## config.mk

```make
export PLATFORM = sky130hd
export DESIGN_NAME = frame_header_parser
export DESIGN_NICKNAME = d
export VERILOG_FILES = /design/src/rtl/core/fhp_pkg.sv /design/src/rtl/core/fhp_collect.sv /design/src/rtl/core/frame_header_parser.sv
export SDC_FILE = /design/constraint.sdc
export NUM_CORES = 2
export LEC_CHECK = 0
export BUFFER_PORTS_ARGS = -buffer_cell sky130_fd_sc_hd__buf_2
export CORE_ASPECT_RATIO = 0.6
export CORE_MARGIN = 1
export CORE_UTILIZATION = 45
export DETAILED_ROUTE_END_ITERATION = 6
export PLACE_DENSITY = 0.63
export SKIP_CTS_REPAIR_TIMING = 1
export SLEW_MARGIN = 30
export SYNTH_ARGS = -nofsm -noshare
export SYNTH_HDL_FRONTEND = slang
export SYNTH_SLANG_ARGS = --single-unit
export TNS_END_PERCENT = 10
```

## constraint.sdc

```tcl
create_clock -name clk -period 10.1 [get_ports clk]
set_input_delay 2.02 -clock clk [delete_from_list [all_inputs] [get_ports clk]]
set_output_delay 2.02 -clock clk [all_outputs]
set_load 0.02 [all_outputs]
```

## src/rtl/core/fhp_pkg.sv

```systemverilog
`timescale 1ns / 1ps

package fhp_pkg;

  localparam int unsigned HDR_LEN = 56;
  localparam int unsigned POS_W = 6;
  localparam logic [POS_W-1:0] LAST_POS = POS_W'(HDR_LEN - 1);
  localparam int unsigned MAGIC_LEN = 8;

  localparam logic [7:0] MAGIC [MAGIC_LEN] = '{
    8'h44, 8'h45, 8'h44, 8'h46, 8'h52, 8'h4D, 8'h31, 8'h00
  };

  localparam logic [31:0] VER_PLAIN = 32'd1;
  localparam logic [31:0] VER_EGO = 32'd2;
  localparam logic [31:0] FMT_RGB8 = 32'd1;
  localparam logic [31:0] RGB_CHANNELS = 32'd3;

  // field group selected by byte position bits [5:2]
  typedef enum logic [3:0] {
    GRP_MAGIC0   = 4'd0,
    GRP_MAGIC1   = 4'd1,
    GRP_HDR_SIZE = 4'd2,
    GRP_VERSION  = 4'd3,
    GRP_SEQ_LO   = 4'd4,
    GRP_SEQ_HI   = 4'd5,
    GRP_TS_LO    = 4'd6,
    GRP_TS_HI    = 4'd7,
    GRP_WIDTH    = 4'd8,
    GRP_HEIGHT   = 4'd9,
    GRP_CHANNELS = 4'd10,
    GRP_FORMAT   = 4'd11,
    GRP_PAYLOAD  = 4'd12,
    GRP_SIDECAR  = 4'd13
  } field_grp_t;

  typedef enum logic [2:0] {
    ST_OK          = 3'd0,
    ST_BAD_MAGIC   = 3'd1,
    ST_BAD_VERSION = 3'd2,
    ST_BAD_SHAPE   = 3'd3,
    ST_BAD_PAYLOAD = 3'd4,
    ST_V1_SIDECAR  = 3'd5
  } status_t;

  typedef struct packed {
    logic [31:0] hdr_size;
    logic [31:0] version;
    logic [63:0] sequence_num;
    logic [63:0] timestamp;
    logic [31:0] width;
    logic [31:0] height;
    logic [31:0] channels;
    logic [31:0] format;
    logic [31:0] payload;
    logic [31:0] sidecar;
  } hdr_fields_t;

  typedef struct packed {
    logic        magic_ok;
    logic        last;
    logic [31:0] area3;
  } collect_stat_t;

endpackage

```

## src/rtl/core/fhp_collect.sv

```systemverilog
`timescale 1ns / 1ps

module fhp_collect (
  input  logic                      clk,
  input  logic                      rst,
  input  logic                      accept,
  input  logic [7:0]                data_byte,
  output fhp_pkg::hdr_fields_t      fields,
  output fhp_pkg::collect_stat_t    stat
);

  logic [fhp_pkg::POS_W-1:0] pos;
  logic                      magic_ok;
  logic                      last;
  logic [31:0]               area;
  logic [31:0]               area3;
  fhp_pkg::hdr_fields_t      hdr;
  fhp_pkg::field_grp_t       grp;

  assign last = (pos == fhp_pkg::LAST_POS);
  assign grp = fhp_pkg::field_grp_t'(pos[5:2]);

  always_ff @(posedge clk) begin
    if (rst) begin
      pos <= '0;
      magic_ok <= 1'b1;
    end else if (accept) begin
      if (last) begin
        pos <= '0;
        magic_ok <= 1'b1;
      end else begin
        pos <= pos + 1'b1;
        if (pos[5:3] == 3'd0 && data_byte != fhp_pkg::MAGIC[pos[2:0]]) begin
          magic_ok <= 1'b0;
        end
      end
    end
  end

  // little-endian byte lanes; every lane is rewritten in each header
  always_ff @(posedge clk) begin
    if (accept) begin
      unique case (grp)
        fhp_pkg::GRP_MAGIC0, fhp_pkg::GRP_MAGIC1: ;
        fhp_pkg::GRP_HDR_SIZE: hdr.hdr_size[8*pos[1:0] +: 8] <= data_byte;
        fhp_pkg::GRP_VERSION:  hdr.version[8*pos[1:0] +: 8] <= data_byte;
        fhp_pkg::GRP_SEQ_LO,
        fhp_pkg::GRP_SEQ_HI:   hdr.sequence_num[8*pos[2:0] +: 8] <= data_byte;
        fhp_pkg::GRP_TS_LO,
        fhp_pkg::GRP_TS_HI:    hdr.timestamp[8*pos[2:0] +: 8] <= data_byte;
        fhp_pkg::GRP_WIDTH:    hdr.width[8*pos[1:0] +: 8] <= data_byte;
        fhp_pkg::GRP_HEIGHT:   hdr.height[8*pos[1:0] +: 8] <= data_byte;
        fhp_pkg::GRP_CHANNELS: hdr.channels[8*pos[1:0] +: 8] <= data_byte;
        fhp_pkg::GRP_FORMAT:   hdr.format[8*pos[1:0] +: 8] <= data_byte;
        fhp_pkg::GRP_PAYLOAD:  hdr.payload[8*pos[1:0] +: 8] <= data_byte;
        fhp_pkg::GRP_SIDECAR:  hdr.sidecar[8*pos[1:0] +: 8] <= data_byte;
        default: ;
      endcase
    end
  end

  // Width and height settle by byte 39; the two product stages have long
  // caught up by byte 55. The payload check only matters when channels is 3.
  always_ff @(posedge clk) begin
    area <= 32'(hdr.width * hdr.height);
    area3 <= area + {area[30:0], 1'b0};
  end

  assign fields = hdr;
  assign stat = '{magic_ok: magic_ok, last: last, area3: area3};

  a_pos_range: assert property (@(posedge clk) disable iff (rst)
    pos <= fhp_pkg::LAST_POS)
    else $error("byte position beyond header length");

  a_wrap: assert property (@(posedge clk) disable iff (rst)
    accept && last |=> pos == '0 && magic_ok)
    else $error("position did not wrap after final byte");

  a_magic_hold: assert property (@(posedge clk) disable iff (rst)
    !accept |=> $stable(pos) && $stable(magic_ok))
    else $error("parser state moved without a transaction");

endmodule

```

## src/rtl/core/frame_header_parser.sv

```systemverilog
`timescale 1ns / 1ps
// Throughput: one header byte per cycle while the input is not stalled.
// The result is registered and shows in the cycle after the 56th byte is accepted.
// The input stalls only on a final byte while the previous result is still held.
// Reset clears byte position, magic flag and result valid; field registers
// are rewritten by every header and need no reset.

module frame_header_parser (
  input  logic               clk,
  input  logic               rst,
  input  logic               in_valid,
  output logic               in_stall,
  input  logic [7:0]         data_byte,
  output logic               out_valid,
  input  logic               out_stall,
  output logic [2:0]         status,
  output logic [31:0]        version_seen,
  output logic [63:0]        sequence_number,
  output logic signed [63:0] timestamp_nanos,
  output logic [31:0]        image_width,
  output logic [31:0]        image_height,
  output logic [31:0]        payload_bytes,
  output logic [31:0]        sidecar_bytes
);

  fhp_pkg::hdr_fields_t   fields;
  fhp_pkg::collect_stat_t stat;
  fhp_pkg::status_t       status_next;
  logic                   in_acc;
  logic                   out_acc;
  logic [31:0]            sidecar_final;

  assign in_stall = stat.last && out_valid && out_stall;
  assign in_acc = in_valid && !in_stall;
  assign out_acc = out_valid && !out_stall;

  fhp_collect u_collect (
    .clk       (clk),
    .rst       (rst),
    .accept    (in_acc),
    .data_byte (data_byte),
    .fields    (fields),
    .stat      (stat)
  );

  // the final byte is the top lane of the sidecar size
  assign sidecar_final = {data_byte, fields.sidecar[23:0]};

  always_comb begin
    priority if (!stat.magic_ok) begin
      status_next = fhp_pkg::ST_BAD_MAGIC;
    end else if (fields.hdr_size != 32'(fhp_pkg::HDR_LEN) ||
                 (fields.version != fhp_pkg::VER_PLAIN &&
                  fields.version != fhp_pkg::VER_EGO)) begin
      status_next = fhp_pkg::ST_BAD_VERSION;
    end else if (fields.width == '0 || fields.height == '0 ||
                 fields.channels != fhp_pkg::RGB_CHANNELS ||
                 fields.format != fhp_pkg::FMT_RGB8) begin
      status_next = fhp_pkg::ST_BAD_SHAPE;
    end else if (fields.payload != stat.area3) begin
      status_next = fhp_pkg::ST_BAD_PAYLOAD;
    end else if (fields.version == fhp_pkg::VER_PLAIN && sidecar_final != '0) begin
      status_next = fhp_pkg::ST_V1_SIDECAR;
    end else begin
      status_next = fhp_pkg::ST_OK;
    end
  end

  always_ff @(posedge clk) begin
    if (rst) begin
      out_valid <= 1'b0;
    end else if (in_acc && stat.last) begin
      out_valid <= 1'b1;
    end else if (out_acc) begin
      out_valid <= 1'b0;
    end
  end

  always_ff @(posedge clk) begin
    if (in_acc && stat.last) begin
      status <= status_next;
      version_seen <= fields.version;
      sequence_number <= fields.sequence_num;
      timestamp_nanos <= signed'(fields.timestamp);
      image_width <= fields.width;
      image_height <= fields.height;
      payload_bytes <= fields.payload;
      sidecar_bytes <= sidecar_final;
    end
  end

  a_result_follows: assert property (@(posedge clk) disable iff (rst)
    in_acc && stat.last |=> out_valid)
    else $error("final byte did not produce a result");

  a_result_source: assert property (@(posedge clk) disable iff (rst)
    $rose(out_valid) |-> $past(in_acc && stat.last))
    else $error("result raised without a final byte");

  a_stall_cause: assert property (@(posedge clk) disable iff (rst)
    in_stall |-> out_valid && stat.last)
    else $error("input stalled while result slot free");

endmodule
```

Word level (Yosys, flattened, before mapping)

Memory sizes are Yosys's and may differ from the RTL's.
Index checks and enable logic that the tools add are counted.

Reduce and logical (&&, ||, !) cells: 34
Bitwise operators: 2
Multiply operators: 1
Equality and inequality tests: 21
Shift operators: 4
Mux-type cells: 21
$add $sub $neg: 4
$lt $le $gt $ge: 1

Operators by type and width:

| operator                                              | count |
|---|---|
| bitwise mux 32 bit                                    | 8 |
| bitwise mux 64 bit                                    | 2 |
| zero test 32 bit                                      | 2 |
| != test 32 x 1 -> 1 bit, second input constant        | 2 |
| != test 32 x 2 -> 1 bit, second input constant        | 2 |
| variable shift 8 x 34 -> 64 bit, first input constant | 1 |
| variable part select 8 x 34 -> 64 bit                 | 1 |
| negation 5 -> 34 bit                                  | 1 |
| negation 6 -> 34 bit                                  | 1 |
| variable shift 8 x 34 -> 32 bit, first input constant | 1 |
| variable part select 8 x 34 -> 32 bit                 | 1 |
| adder 32 bit                                          | 1 |
| == test 32 x 1 -> 1 bit, second input constant        | 1 |
| multiplier 32 x 32 -> 32 bit                          | 1 |
| != test 32 bit                                        | 1 |
| != test 32 x 6 -> 1 bit, second input constant        | 1 |
| nonzero test 32 bit                                   | 1 |
| == test 4 bit, second input constant                  | 6 |
| AND reduction 2 bit                                   | 11 |
| == test 4 x 3 -> 1 bit, second input constant         | 4 |
| 2-to-1 mux 8 bit                                      | 2 |
| == test 4 x 2 -> 1 bit, second input constant         | 2 |
| logical AND 1 bit                                     | 8 |
| != test 8 bit                                         | 1 |
| other kinds (15)                                      | 26 |

Register bits: 747
Word-level logic and storage cells: 113
ROM bits: 64
Memories kept: 1
Input bits: 12
Output and inout port bits: 293

Memories:

| name            | words | bits a word | read ports | clocked after memory_dff | write ports | RTL line          | source |
|---|---|---|---|---|---|---|---|
| (no name shown) | 8     | 8           | 1          | 0                        | 0           | fhp_collect.sv:33 | `if (pos[5:3] == 3'd0 && data_byte != fhp_pkg::MAGIC[pos[2:0]]) begin` |

Logic depth before layout (Yosys ltp)

Word-level depth: 8
Depth in mapped cells: 28
Mapped depth without buffers: 26

Hierarchy

From an unflattened synthesis, not the netlist that was laid out.

Cells, all modules: 3165
Area, all modules: 41543.6 um^2

By module, submodules not included:

| module              | area an instance (um^2) | seq. area each (um^2) | cells an instance | instances |
|---|---|---|---|---|
| fhp_collect         | 31682.9                 | 12952.4               | 2722              | 1 |
| frame_header_parser | 9860.7                  | 8758.4                | 443               | 1 |

Worst setup path before layout

No wires, ideal clock.

Kind: input port to flip-flop
Start point: in out_stall
End point: reg image_height[0], enable pin
Cell stages on the path: 5
Data required time: 9459 ps
Setup time: 641 ps
Buffers on the path: 0
Arrival time: 8146 ps
Setup slack: 1313 ps
Path through: nand2_1 -> o21ai_0 -> nor2_1 -> nand2_1 -> inv_1

Longest elaborated chain between the ends: 4

RTL lines:

| what                   | RTL line                  | source |
|---|---|---|
| start: declaration     | frame_header_parser.sv:15 | `input logic out_stall,` |
| logical AND 1 bit      | frame_header_parser.sv:33 | `assign in_stall = stat.last && out_valid && out_stall;` |
| zero test 1 bit        | frame_header_parser.sv:34 | `assign in_acc = in_valid && !in_stall;` |
| logical AND 1 bit      | frame_header_parser.sv:34 |  |
| logical AND 1 bit      | frame_header_parser.sv:80 | `if (in_acc && stat.last) begin` |
| end signal: assignment | frame_header_parser.sv:86 | `image_height <= fields.height;` |
| end: declaration       | frame_header_parser.sv:21 | `output logic [31:0] image_height,` |

Every way passes these cells.
A chain may end at the register's enable or synchronous reset.

Worst setup path in the final report

Start point: reg u_collect.hdr (netlist bit u_collect.fields[134])
End point: reg u_collect.area[31]

Longest elaborated chain between the ends: 1

RTL lines:

| what                         | RTL line          | source |
|---|---|---|
| start: declaration           | fhp_collect.sv:17 | `fhp_pkg::hdr_fields_t hdr;` |
| multiplier 32 x 32 -> 32 bit | fhp_collect.sv:65 | `area <= 32'(hdr.width * hdr.height);` |
| end signal: assignment       | fhp_collect.sv:65 |  |
| end: declaration             | fhp_collect.sv:15 | `logic [31:0] area;` |

Every way passes these cells.

==> impl_metrics.env <==
export IMPL_cp_endpoint="u_collect.area[31]$_DFF_P_"
export IMPL_maxSlewHeadroom_pct=29.98
export IMPL_cp_slowest_stage_delay_ns=0.74
export IMPL_drive_gt1_share_pct=13.81
export IMPL_syn_area_per_cell_um2=13.26
export IMPL_power_leakage_uw=0.01874
export IMPL_cts_root_buffer="clkbuf_16"
export IMPL_grt_max_degree=158
export IMPL_syn_to_final_growth_pct=13.42
export IMPL_timing_rr_end="u_collect.area[31]$_DFF_P_"
export IMPL_synth_top_family_by_area="adder cells"
export IMPL_n_fill_cell=7623
export IMPL_end_kind="flop"
export IMPL_synth_xor_area_share_pct=3.276
export IMPL_cp_common_cell="fa_1"
export IMPL_core_area_um2=89870
export IMPL_finalWorstSetupSlack_ns=2.346
export IMPL_wl_per_cell_um=24.81
export IMPL_muxShareOfSynthArea_pct=0.02447
export IMPL_path_depth=22
export IMPL_viasPerCell=5.365
export IMPL_crit_fanout=17
export IMPL_synth_edf_count=667
export IMPL_grt_total_usage_pct=25.60
export IMPL_yosysUniqueCellTypes=52
export IMPL_layout_commonest_cell="edfxtp_1"
export IMPL_synth_compound_area_share_pct=2.266
export IMPL_rr_worst_depth=22
export IMPL_ys_ff_latch=739
export IMPL_synth_simple_area_share_pct=12.06
export IMPL_vias=25020
export IMPL_clock_sinks=739
export IMPL_rows=85
export IMPL_path_class="flop to flop"
export IMPL_final_cell_mix="667 x edfxtp_1, 424 x inv_1, 409 x fa_1, 388 x and2_1, 304 x buf_2"
export IMPL_start_util_pct=45.52
export IMPL_drt_pre_antenna_iters=6
export IMPL_critPathBufInv=5
export IMPL_synthArstFlopShare_pct=0
export IMPL_holdPathStages=0
export IMPL_rrSetupSlack_ns=2.35
export IMPL_final_cells=4663
export IMPL_critPathTopFamily="adder cells"
export IMPL_cp_slowest_cell="edfxtp_1"
export IMPL_grt_pass1_vias=24680
export IMPL_start_kind="flop"
export IMPL_drt_iter0_markers=2820
export IMPL_startpoint="u_collect.fields[134]$_DFFE_PP_"
export IMPL_hold_viol=0
export IMPL_crit_reg2reg_launch="u_collect.fields[134]$_DFFE_PP_"
export IMPL_cap_viol_max_count=0
export IMPL_synth_adder_area_share_pct=24.88
export IMPL_antenna_found_initial=15
export IMPL_status="finished, final reports clean"
export IMPL_ctsHtreeMaxLevel=3
export IMPL_synthCells=3086
export IMPL_pin_count=305
export IMPL_multi_input_area_um2=17480
export IMPL_tns_ns=0
export IMPL_die_w_um=391.3
export IMPL_area_sequential_um2=21470
export IMPL_min_period_ns=7.754
export IMPL_cts_clk_slew_worst_paths_ns=0.07
export IMPL_hp_class="flop to flop"
export IMPL_cts_tree="yes"
export IMPL_overflow=0
export IMPL_finalClockSkew_ns=0.03734
export IMPL_min_period_over_period_pct=76.78
export IMPL_numPortBuffers=304
export IMPL_grt_setup_unrepaired="false"
export IMPL_die_h_um=235.6
export IMPL_numCtsBuffers=70
export IMPL_syn_nets=3666
export IMPL_preCtsSetupSlack_ns=2.495
export IMPL_worst_ir_drop_vdd_uv=116.0
export IMPL_dieArea_um2=92160
export IMPL_worst_ep_required_time_ns=10.65
export IMPL_fmax_mhz=129.0
export IMPL_min_delay_start="u_collect.area[0]$_DFF_P_"
export IMPL_setup_violations_final=0
export IMPL_worstMarginPinSlew_ns=1.050
export IMPL_drc=0
export IMPL_ys_flop_type="edfxtp_1"
export IMPL_hpwl_um=84240
export IMPL_place_gp_congestion=0.9189
export IMPL_crit_chain="buf_4 -> and2_1 -> fa_1 -> fa_1 -> fa_1 -> inv_1 -> fa_1 -> inv_1 -> fa_1 -> inv_1 -> fa_1 -> inv_1 -> fa_1 -> fa_1 -> ha_1 -> nand2_1 -> a21oi_1 -> or2_1 -> a2111oi_0 -> or3_1 -> o21ai_1 -> xnor2_1"
export IMPL_arrival_ns=8.30
export IMPL_yosys_warnings=0
export IMPL_final_nets=3967
export IMPL_clock_latency_ns=0.66
export IMPL_synth_seq_area_share_pct=52.48
export IMPL_synthesis_area_um2=40910
export IMPL_antenna_left=0
export IMPL_clk_path_buf_depth=3
export IMPL_dp_cells=4528
export IMPL_final_max_slew_viol_count=0
export IMPL_drt_wl_total_um=115700
export IMPL_grt_pass1_wl_um=169300
export IMPL_p_per_area_nw_per_um2=132.5
-- routing by layer --
metal	vias up	share of wire [%]	global-route usage, %
li1	10730	-	-
met1	12720	46	41.62
met2	1422	39	32.81
met3	150	13	7.878
met4	0	2.0	5.645
met5	-	0	0
-- area by class of cell --
| class | instances | share of cell area (%) |
|---|---|---|
| tap | 1218 | 3.284 |
| antenna | 5 | 0.02697 |
| multi-input combinational | 1803 | 37.68 |
| clock buffer | 79 | 3.894 |
| inverter | 425 | 3.454 |
| sequential | 739 | 46.27 |
| clock inverter | 46 | 1.238 |
| timing repair buffer | 348 | 4.150 |
-- worst min path at each step --
stage	endpoint	slack, ns
5_1_grt	u_collect.area3[0]$_DFF_P_	0.37
2_1_floorplan	u_collect.area3[0]$_DFF_P_	0.34
4_1_cts	u_collect.area3[0]$_DFF_P_	0.37
3_5_place_dp	u_collect.area3[0]$_DFF_P_	0.35
6_report	u_collect.area3[0]$_DFF_P_	0.37
3_3_place_gp	u_collect.area3[0]$_DFF_P_	0.36
-- state kept, by name, summed over array words and instances, names as in the netlist --
signal and flops:
sidecar_bytes 32, u_collect.magic_ok 1, image_height 32, u_collect.area3 32, timestamp_nanos 64, sequence_number 64
u_collect.pos 6, version_seen 32, u_collect.area 32, image_width 32, out_valid 1, status 3
u_collect.fields 376, payload_bytes 32
-- cells in the mapped netlist (21+ instances only) --
| cell type | count | area [um^2] |
|---|---|---|
| a21oi_1 | 51 | 255.2 |
| and2_1 | 388 | 2427 |
| clkbuf_1 | 118 | 442.9 |
| dfxtp_1 | 72 | 1441 |
| edfxtp_1 | 667 | 20030 |
| fa_1 | 409 | 8188 |
| ha_1 | 159 | 1989 |
| inv_1 | 425 | 1595 |
| nand2_1 | 296 | 1111 |
| nand4_1 | 27 | 168.9 |
| nor2_1 | 55 | 206.5 |
| nor3_1 | 21 | 105.1 |
| nor4_1 | 67 | 419.2 |
| o21ai_0 | 33 | 165.2 |
| xnor2_1 | 117 | 1025 |
| xor2_1 | 36 | 315.3 |
-- metrics by stage --
stage | hold WS, ns | power [uW] | utilization (%) | cell area, um^2
after global placement | 0.3567 | 3456 | 48.76 | 43820
after detailed placement | 0.3509 | 3458 | 48.89 | 43930
after floorplan | 0.3368 | 3406 | - | 40910
after global routing | 0.3716 | 6296 | 51.62 | 46390
after CTS | 0.3661 | 6182 | 51.54 | 46310
final | 0.3700 | 6149 | 51.63 | 46400
-- worst register-to-register path: stages (launching register included) --
cell	delay, ns
edfxtp_1	0.74
buf_4	0.37
and2_1	0.21
fa_1	0.48
fa_1	0.47
fa_1	0.57
inv_1	0.05
fa_1	0.48
inv_1	0.05
fa_1	0.50
inv_1	0.06
fa_1	0.54
inv_1	0.06
fa_1	0.52
fa_1	0.46
ha_1	0.40
nand2_1	0.16
a21oi_1	0.38
or2_1	0.26
a2111oi_0	0.13
or3_1	0.43
o21ai_1	0.18
xnor2_1	0.15
-- logic make-up after synthesis --
kind of cell / Yosys count
and+or+nand+nor: 931
AOI/OAI and AO/OA: 150
DFF: 739
adders and majority gates: 568
xor gates and xnor gates: 153
muxes: 1
buffers and inverters: 544
-- power breakdown --
group          internal, uW  switching (uW)
registers              3300            2.21
logic                  15.2            77.0
clock network          1530            1230
Note: power is estimated with default switching activity, not from simulation.
